--- config.mk ---
export PLATFORM = sky130hd
export DESIGN_NAME = ssp_ctrl
export DESIGN_NICKNAME = d
export VERILOG_FILES = /design/src/rtl/core/ssp_pkg.sv /design/src/rtl/core/ssp_ctrl.sv
export SDC_FILE = /design/constraint.sdc
export NUM_CORES = 1
export LEC_CHECK = 0
export BUFFER_PORTS_ARGS = -buffer_cell sky130_fd_sc_hd__buf_4
export CAP_MARGIN = 20
export CORE_AREA = 3 3 40 42
export DETAILED_ROUTE_END_ITERATION = 10
export DIE_AREA = 0 0 43 45
export PLACE_DENSITY = 0.7
export SLEW_MARGIN = 40
export SYNTH_ARGS = -nofsm -noshare
export SYNTH_HDL_FRONTEND = slang
export SYNTH_SLANG_ARGS = --single-unit
--- constraint.sdc ---
create_clock -name i_clk -period 1.6 [get_ports i_clk]
set_input_delay 0.08 -clock i_clk [delete_from_list [all_inputs] [get_ports i_clk]]
set_output_delay 0.08 -clock i_clk [all_outputs]
set_load 0.05 [all_outputs]
--- src/rtl/core/ssp_pkg.sv ---
package ssp_pkg;

    localparam int ADDR_W  = 16;
    localparam int FIELD_W = 52;
    localparam int DIM_W   = 10;
    localparam int IDX_W   = 32;
    localparam int SEED_W  = 64;

    localparam logic OP_WRITE  = 1'b0;
    localparam logic OP_SAMPLE = 1'b1;

    typedef struct packed {
        logic write;
        logic load;
        logic issue;
        logic finish;
    } t_cmd;

    typedef struct packed {
        logic hash_busy;
        logic out_hold;
    } t_sts;

endpackage

--- src/rtl/core/ssp_ctrl.sv ---
module ssp_ctrl
    import ssp_pkg::*;
#(
    parameter int INDEX_BITS = 32
) (
    input  logic i_clk,
    input  logic i_rst_n,
    input  logic i_in_valid,
    input  logic i_operation,
    input  logic i_cfg_valid,
    input  t_sts i_sts,
    output logic o_in_stall,
    output logic o_cfg_ready,
    output t_cmd o_cmd
);

    localparam int BIT_W = (INDEX_BITS > 1) ? $clog2(INDEX_BITS) : 1;

    localparam logic [1:0] ST_IDLE  = 2'd0;
    localparam logic [1:0] ST_RUN   = 2'd1;
    localparam logic [1:0] ST_DRAIN = 2'd2;
    localparam logic [1:0] ST_DONE  = 2'd3;

    logic [1:0]       r_state, n_state;
    logic [BIT_W-1:0] r_bit, n_bit;
    logic             w_accept;

    assign o_cfg_ready = (r_state == ST_IDLE);
    assign o_in_stall  = (r_state != ST_IDLE) || i_sts.hash_busy || i_cfg_valid;
    assign w_accept    = i_in_valid && !o_in_stall;

    always_comb begin
        n_state      = r_state;
        n_bit        = r_bit;
        o_cmd.write  = 1'b0;
        o_cmd.load   = 1'b0;
        o_cmd.issue  = 1'b0;
        o_cmd.finish = 1'b0;
        unique case (r_state)
            ST_IDLE: begin
                if (w_accept) begin
                    if (i_operation == OP_WRITE) begin
                        o_cmd.write = 1'b1;
                    end else begin
                        o_cmd.load = 1'b1;
                        n_bit      = '0;
                        n_state    = ST_RUN;
                    end
                end
            end
            ST_RUN: begin
                o_cmd.issue = 1'b1;
                if (r_bit == BIT_W'(INDEX_BITS - 1)) begin
                    n_state = ST_DRAIN;
                end else begin
                    n_bit = r_bit + BIT_W'(1);
                end
            end
            ST_DRAIN: begin
                n_state = ST_DONE;
            end
            ST_DONE: begin
                if (!i_sts.out_hold) begin
                    o_cmd.finish = 1'b1;
                    n_state      = ST_IDLE;
                end
            end
            default: n_state = ST_IDLE;
        endcase
    end

    always_ff @(posedge i_clk) begin
        if (!i_rst_n) begin
            r_state <= ST_IDLE;
            r_bit   <= '0;
        end else begin
            r_state <= n_state;
            r_bit   <= n_bit;
        end
    end

`ifndef SYNTHESIS
    a_no_hash_in_work: assert property (@(posedge i_clk) disable iff (!i_rst_n)
        (r_state != ST_IDLE) |-> !i_sts.hash_busy)
        else $error("hash rerun while a sample is in work");

    a_finish_free: assert property (@(posedge i_clk) disable iff (!i_rst_n)
        o_cmd.finish |-> !i_sts.out_hold)
        else $error("result overwrites a held word");

    a_sample_starts: assert property (@(posedge i_clk) disable iff (!i_rst_n)
        o_cmd.load |=> (r_state == ST_RUN) && (r_bit == '0))
        else $error("sample did not start its bit walk");

    a_drain_after_run: assert property (@(posedge i_clk) disable iff (!i_rst_n)
        (r_state == ST_DRAIN) |-> ($past(r_state) == ST_RUN))
        else $error("drain entered out of order");
`endif

endmodule

==> results by group, run 1 <==
Setup path
  • CP startpoint kind: flop
  • Critical Path RT: 1.78 ns
  • Worst EP arrival: roughly 1.7 ns
  • CP max FO: 4
  • Crit Path Class: reg -> reg
  • Worst reg2reg path endpoint: r_bit[1]$_SDFFE_PN0P_
  • Critical Path Sink Type: flop
  • R2r worst-path depth: 6
  • Reg2Reg Setup Slack: 0.04 ns
  • R2R Path Start: r_bit[1]$_SDFFE_PN0P_

Drt
  • Wire length per cell: approximately 14 um
  • Vias: 497
  • Post-route ant nets: 0
  • Final wirelength: 1266 um
  • DRC viols: 0
  • Pre-antenna DRT Iters: 4
  • Vias per cell: between 5 and 6
  • Initial DRC count: 6

Hold path
  • Hold WC Path Type: in -> reg
  • Hold Path Sink: r_state[1]$_SDFFE_PN0P_
  • HP Start: i_rst_n
  • WHS Path Cells: 3

Placement
  • Port Buffers: 12
  • Dpl hpwl: 901.1 um
  • GP Congestion: 0.7885
  • Placed Cells: 86

STA
  • Tcrit/Tclk final: 97.45%
  • Final Hold Viols: 0
  • Max Clock Freq: 641.3 MHz
  • Setup Viol. Count Final: 0
  • Slew Limit Fails: 0
  • Min Clock Period, post-route: between 1.5 and 2 ns
  • Slew HR: 76.11%
  • RSZ-0062 raised after global routing: true
  • Setup TNS: 0 ns
  • Worst Skew: ~0.0017 ns
  • Slew @ Worst Pin: 0.3494 ns

GRT
  • Global-route wire length before repair: 1945 um
  • Initial antenna violation count: 0
  • Total gr overflow: 0
  • Total Routing Usage GR: 13.74%
  • Vias in the first global route: around 480
  • Largest net degree at the start of global routing: 10

CTS
  • Clk_lat worst skew: 0.25 ns
  • Root buffer cell: clkbuf_4
  • Hold buffers post-CTS: 0
  • CTS tree: done
  • H-tree depth: 1
  • Max clock buf depth: 2
  • Reg clk slew, reported paths: 0.05 ns
  • CTS Buf Count: 3
  • CTS sink count: 7

Floorplanning
  • Die Ht: 45 um
  • Starting Density: 41.77%
  • Die area: 1935 um^2
  • Die Wd: 43 um
  • Top Ports: 13
  • Row cnt: 13
  • Core Footprint: 1285 um^2

Layout
  • Synthesis-to-layout area growth: 48.72%
  • Share of cells above drive strength 1: 52.56%
  • ANT cells: 0
  • Nets: 93
  • Non-Filler Instances: 93
  • Fillers: approximately 110

Logic synthesis
  • Syn_nets: between 70 and 80
  • Number of synthesized flops with an enable pin: 0
  • Seq cells post-synth: 7
  • Area leader, netlist: dfxtp_1
  • Largest family of logic cells by synthesized area: simple AND/OR/NAND/NOR gates
  • Adder-Cell Fraction of Synth Area: 16.32%
  • Synth warn: 0
  • Unique masters post-synth: 28
  • Post-synth top area share: 26.11%
  • Seq/Total Area, Yosys: 26.11%
  • Commonest cells in the netlist: dfxtp_1 (7), ha_1 (7), nand2_1 (6), nand3_1 (4)
  • Post-synthesis simple-gate area fraction: 31.70%
  • Average footprint of a synthesized cell: 9.255 um^2
  • Post-synth ARST share: 0%
  • Mux share of post-synthesis cell area: 5.594%
  • Post-synthesis xor/xnor area fraction: 0%
  • Primary FF master, synth: dfxtp_1
  • Compound-Gate Fraction of Synth Area: 16.32%
  • Post-Syn Instances: 58
  • Largest cells by area after synthesis: dfxtp_1 (26%), ha_1 (16%), mux2i_1 (5.6%)
  • Cell Area, Synth: 536.8 um^2

Power and ir drop
  • PD cells: 1117 nW/um^2
  • Pwr Total: 0.0008916 W
  • Maximum vdd ir drop: between 0.6 and 0.7 mV
  • Leakage: 0.3216 nW

Job
  • Max cap viols: 0

Outcome
  • Outcome: finished, final reports clean
-- layout by cell type (no fill, tap or decap), types with 3 or more instances in the layout --
master	synthesis	final
ha_1	7	3
clkbuf_4	0	3
dfxtp_2	0	4
nand2_1	6	6
ha_4	0	3
buf_4	0	17
dfxtp_1	7	3
mux2i_1	3	3
nand3_1	4	4
-- worst max-delay path, cell delays in order (launching register included) --
cell	delay (ns)
dfxtp_2	0.33
ha_4	0.15
and3_4	0.18
ha_4	0.16
nand2b_4	0.15
a22oi_2	0.29
mux2i_1	0.22
-- power by group --
| part | internal [W] | switching [W] | total [W] |
|---|---|---|---|
| Combinational | 0.000223 | 0.000286 | 0.000509 |
| Sequential | 0.000197 | 0.0000205 | 0.000218 |
| Clock | 0.0000955 | 0.0000696 | 0.000165 |
-- metrics by stage --
step | instance area, um^2 | util [%] | setup slack (ns) | hold WS (ns)
floorplan | 570.5 | - | -0.008856 | 0.2179
CTS | 742.0 | 57.74 | 0.02793 | 0.1283
global route | 798.3 | 62.12 | -0.03337 | 0.1536
detailed placement | 691.9 | 53.85 | -0.02604 | 0.4052
global placement | 691.9 | 53.85 | 0.02067 | 0.4011
finish | 798.3 | 62.12 | 0.04076 | 0.1354
-- what timing repair did --
item | 4_1_cts | 5_1_grt
pin swaps | 3 | 2
gates resized for setup | 6 | 8
buffers inserted | 1 | 2
setup endpoints to repair | 6 | 8
gates cloned | 0 | 0
-- layout make-up --
class / count / area (um^2) / area share [%]
Inverter: 3 / 11.26 / 1.411
Tap cell: 15 / 18.77 / 2.351
Sequential cell: 7 / 145.1 / 18.18
Clock buffer: 4 / 26.28 / 3.292
Timing Repair Buffer: 18 / 138.9 / 17.40
Multi-Input combinational cell: 46 / 457.9 / 57.37
-- logic make-up after synthesis --
group,count (synthesis)
DFF,7
adders and majority gates,7
and+or+nand+nor,26
buffers and inverters,5
AOI/OAI and AO/OA,10
muxes,3
-- flip-flops by register name, indices dropped and copies added (netlist names) --
name     count
r_state      2
r_bit        5
-- how the worst max path moves through the flow --
stage                            startpoint                    end  slack, ns  depth (start not counted)
floorplan           r_state[0]$_SDFFE_PN0P_               o_cmd[3]     -0.009                          5
global placement      r_bit[0]$_SDFFE_PN0P_  r_bit[3]$_SDFFE_PN0P_       0.02                          6
detailed placement    r_bit[0]$_SDFFE_PN0P_  r_bit[3]$_SDFFE_PN0P_      -0.03                          6
CTS                   r_bit[0]$_SDFFE_PN0P_  r_bit[0]$_SDFFE_PN0P_       0.03                          6
global route          r_bit[1]$_SDFFE_PN0P_  r_bit[1]$_SDFFE_PN0P_      -0.03                          6
finish                r_bit[1]$_SDFFE_PN0P_  r_bit[1]$_SDFFE_PN0P_       0.04                          6
-- layer usage --
metal	share of wire (%)	GRT usage (%)
met5	0	0
met4	2.0	7.229
met3	5.4	3.984
met2	52	23.35
met1	41	15.66
No activity file was read; power rests on OpenSTA's default activity.
==> run 2, diff against run 1 <==
--- a/config.mk
+++ b/config.mk
@@ -7,10 +7,13 @@
 export LEC_CHECK = 0
 export BUFFER_PORTS_ARGS = -buffer_cell sky130_fd_sc_hd__buf_4
 export CAP_MARGIN = 20
-export CORE_AREA = 3 3 40 42
+export CELL_PAD_IN_SITES_DETAIL_PLACEMENT = 1
+export CELL_PAD_IN_SITES_GLOBAL_PLACEMENT = 2
+export CORE_MARGIN = 3
+export CORE_UTILIZATION = 27
+export CTS_CLUSTER_SIZE = 10
 export DETAILED_ROUTE_END_ITERATION = 10
-export DIE_AREA = 0 0 43 45
-export PLACE_DENSITY = 0.7
+export PLACE_DENSITY = 0.76
 export SLEW_MARGIN = 40
 export SYNTH_ARGS = -nofsm -noshare
 export SYNTH_HDL_FRONTEND = slang
==> constraint.sdc (replaced) <==
create_clock -name i_clk -period 1.4 [get_ports i_clk]
set_input_delay 0.07 -clock i_clk [delete_from_list [all_inputs] [get_ports i_clk]]
set_output_delay 0.07 -clock i_clk [all_outputs]
set_load 0.05 [all_outputs]
==> run 2 against run 1 <==
Sequential cell count stayed put. Total power increased by 23%. Die area grew 32%. Worst hold slack worse by 0.0081 ns. First-iteration DRC count down 50%. Worst setup slack got worse by 0.22 ns. Sequential share of layout area is 1.2 points lower. Clock-buffer cell count is the same. The flow now finishes with violations (negative setup slack). Register-to-register slack worse by 0.22 ns. Utilization is 14 points lower.
==> results by group, run 2 (synthesis gave the netlist of run 1 again) <==
Layout
  • Top Registers: r_bit: 5 flops, r_state: 2 flops (unchanged)
  • Commonest non-fill, non-tap cells in the layout: buf_4 (19), nand2_1 (6), nand3_1 (4), ha_4 (4) (was buf_4 (17), nand2_1 (6), nand3_1 (4), dfxtp_2 (4))
  • Most common cell after layout, fill and taps aside: buf_4 (unchanged)
  • ANT cells: 0 (unchanged)
  • Fillers: 214 (was 107)
  • Share of cells above drive strength 1: 53.66% (was 52.56%)
  • Biggest register: r_bit (unchanged)
  • Synthesis-to-layout area growth: 61.77% (was 48.72%)
  • Largest register FFs: 5 (unchanged)
  • Flip-flop and latch area: 147.6 um^2 (was 145.1 um^2)
  • Nets: 97 (was 93)
  • Multi-input gate area: 466.7 um^2 (was 457.9 um^2)
  • Non-Filler Instances: 107 (was 93)

STA
  • Slew Limit Fails: 0 (unchanged)
  • Slew HR: 78.08% (was 76.11%)
  • Setup Viol. Count Final: 10 (was 0)
  • Worst hold margin: 0.1273 ns (was 0.1354 ns)
  • Setup TNS: -0.9222 ns (was 0 ns)
  • Final WS setup: -0.1753 ns (was 0.04076 ns)
  • Min Clock Period, post-route: 1.575 ns (was 1.559 ns)
  • Tcrit/Tclk final: 112.5% (was 97.45%)
  • Slew @ Worst Pin: 0.3289 ns (was 0.3494 ns)
  • RSZ-0062 raised after global routing: true (unchanged)
  • Final Hold Viols: 0 (unchanged)
  • Max Clock Freq: 634.8 MHz (was 641.3 MHz)
  • Worst Skew: 0.006904 ns (was 0.001681 ns)

Floorplanning
  • Die Wd: 50.59 um (was 43 um)
  • Top Ports: 13 (unchanged)
  • Die area: 2559 um^2 (was 1935 um^2)
  • Starting Density: 29.79% (was 41.77%)
  • Core Footprint: 1802 um^2 (was 1285 um^2)
  • Row cnt: 15 (was 13)
  • Die Ht: 50.59 um (was 45 um)

CTS
  • CTS Buf Count: 3 (unchanged)
  • Clk_lat worst skew: 0.25 ns (about the same)
  • CTS sink count: 7 (unchanged)
  • Hold buffers post-CTS: 0 (unchanged)
  • CTS tree: done (unchanged)
  • Reg clk slew, reported paths: 0.06 ns (was 0.05 ns)
  • H-tree depth: 1 (unchanged)
  • Root buffer cell: clkbuf_4 (unchanged)
  • Max clock buf depth: 2 (unchanged)

Job
  • Max cap viols: 0 (unchanged)

Drt
  • Vias: 534 (was 497)
  • Post-route ant nets: 0 (unchanged)
  • Vias per cell: 4.991 (was 5.344)
  • Pre-antenna DRT Iters: 4 (unchanged)
  • DRC viols: 0 (unchanged)
  • Final wirelength: 1484 um (was 1266 um)
  • Initial DRC count: 3 (was 6)
  • Wire length per cell: 13.87 um (was 13.61 um)

Hold path
  • Hold WC Path Type: in -> reg (unchanged)

Setup path
  • CP startpoint kind: flop (unchanged)
  • Worst EP arrival: 1.76 ns (was 1.74 ns)
  • Crit Path Class: reg -> reg (unchanged)
  • Critical Path RT: 1.58 ns (was 1.78 ns)
  • Critical Path Sink Type: flop (unchanged)
  • CP max FO: 4 (unchanged)

Placement
  • GP Congestion: 0.7247 (was 0.7885)
  • Placed Cells: 98 (was 86)
  • Port Buffers: 12 (unchanged)
  • Dpl hpwl: 1089 um (was 901.1 um)

GRT
  • Global-route wire length before repair: 2670 um (was 1945 um)
  • Total gr overflow: 0 (unchanged)
  • Total Routing Usage GR: 13.92% (was 13.74%)
  • Initial antenna violation count: 0 (unchanged)
  • Largest net degree at the start of global routing: 10 (unchanged)
  • Vias in the first global route: 538 (was 483)

Power and ir drop
  • Leakage: 0.3482 nW (was 0.3216 nW)
  • PD cells: 1260 nW/um^2 (was 1117 nW/um^2)
  • Maximum vdd ir drop: 0.6694 mV (was 0.6218 mV)

Outcome
  • Failing checks: negative setup slack
  • Outcome: complete, but fails checks (was finished, final reports clean)
[run 2: cell types whose count changed in the layout (fill, tap and decap cells not counted), sizes merged]
cell  previous run  this run
buf             18        22
[run 2: final cells by class]
class                           instances  share of cell area (%)
Multi-Input combinational cell         46                   53.75
Timing Repair Buffer                   22                   20.75
Tap cell                               25                   3.602
Clock buffer                            4                   3.026
Inverter                                3                   1.873
Sequential cell                         7                   17.00
[run 2: metrics by stage]
step / utilization, % / worst slack [ns] / total power (W) / cell area (um^2)
3_3_place_gp: 43.33 / -0.1018 / 0.0008338 / 780.7
6_report: 48.19 / -0.1753 / 0.001094 / 868.3
5_1_grt: 48.19 / -0.2486 / 0.001181 / 868.3
3_5_place_dp: 43.33 / -0.1837 / 0.0008387 / 780.7
2_1_floorplan: - / -0.04153 / 0.0007311 / 638.1
4_1_cts: 47.78 / -0.1758 / 0.001104 / 860.8
[run 2: worst max-delay path, stage by stage, from the launching register on]
cell	delay [ns]
dfxtp_4	0.35
ha_4	0.15
and3_4	0.18
ha_4	0.16
nand2b_4	0.15
a2111o_1	0.37
a31oi_1	0.15
[run 2: report_power, final]
group,internal [W],switching (W),total [W]
Sequential,0.000227,0.0000328,0.000259
Clock,0.000109,0.0000769,0.000186
Combinational,0.000305,0.000343,0.000649
Total,0.000641,0.000453,0.00109
[run 2: timing repair]
item / 4_1_cts / 5_1_grt
gates cloned: 0 / 0
gates resized for setup: 8 / 0
endpoints found under the setup margin: 10 / 10
pin swaps: 3 / 2
setup buffers: 4 / 1
[run 2: path summary, 6_finish.rpt]
check	start	to	slack (ns)	cells past startpoint
max	r_bit[0]$_SDFFE_PN0P_	r_bit[3]$_SDFFE_PN0P_	-0.18	6
min reg2reg	r_state[1]$_SDFFE_PN0P_	r_state[1]$_SDFFE_PN0P_	0.51	2
max reg2reg	r_bit[0]$_SDFFE_PN0P_	r_bit[3]$_SDFFE_PN0P_	-0.18	6
min	i_rst_n	r_bit[1]$_SDFFE_PN0P_	0.13	3
[run 2: per-layer routing]
metal	global-route usage, %	vias up	wire [um]
li1	-	262	-
met1	17.11	257	648
met2	22.39	13	735
met3	4.451	2	87
met4	5.381	0	13
met5	0	-	0
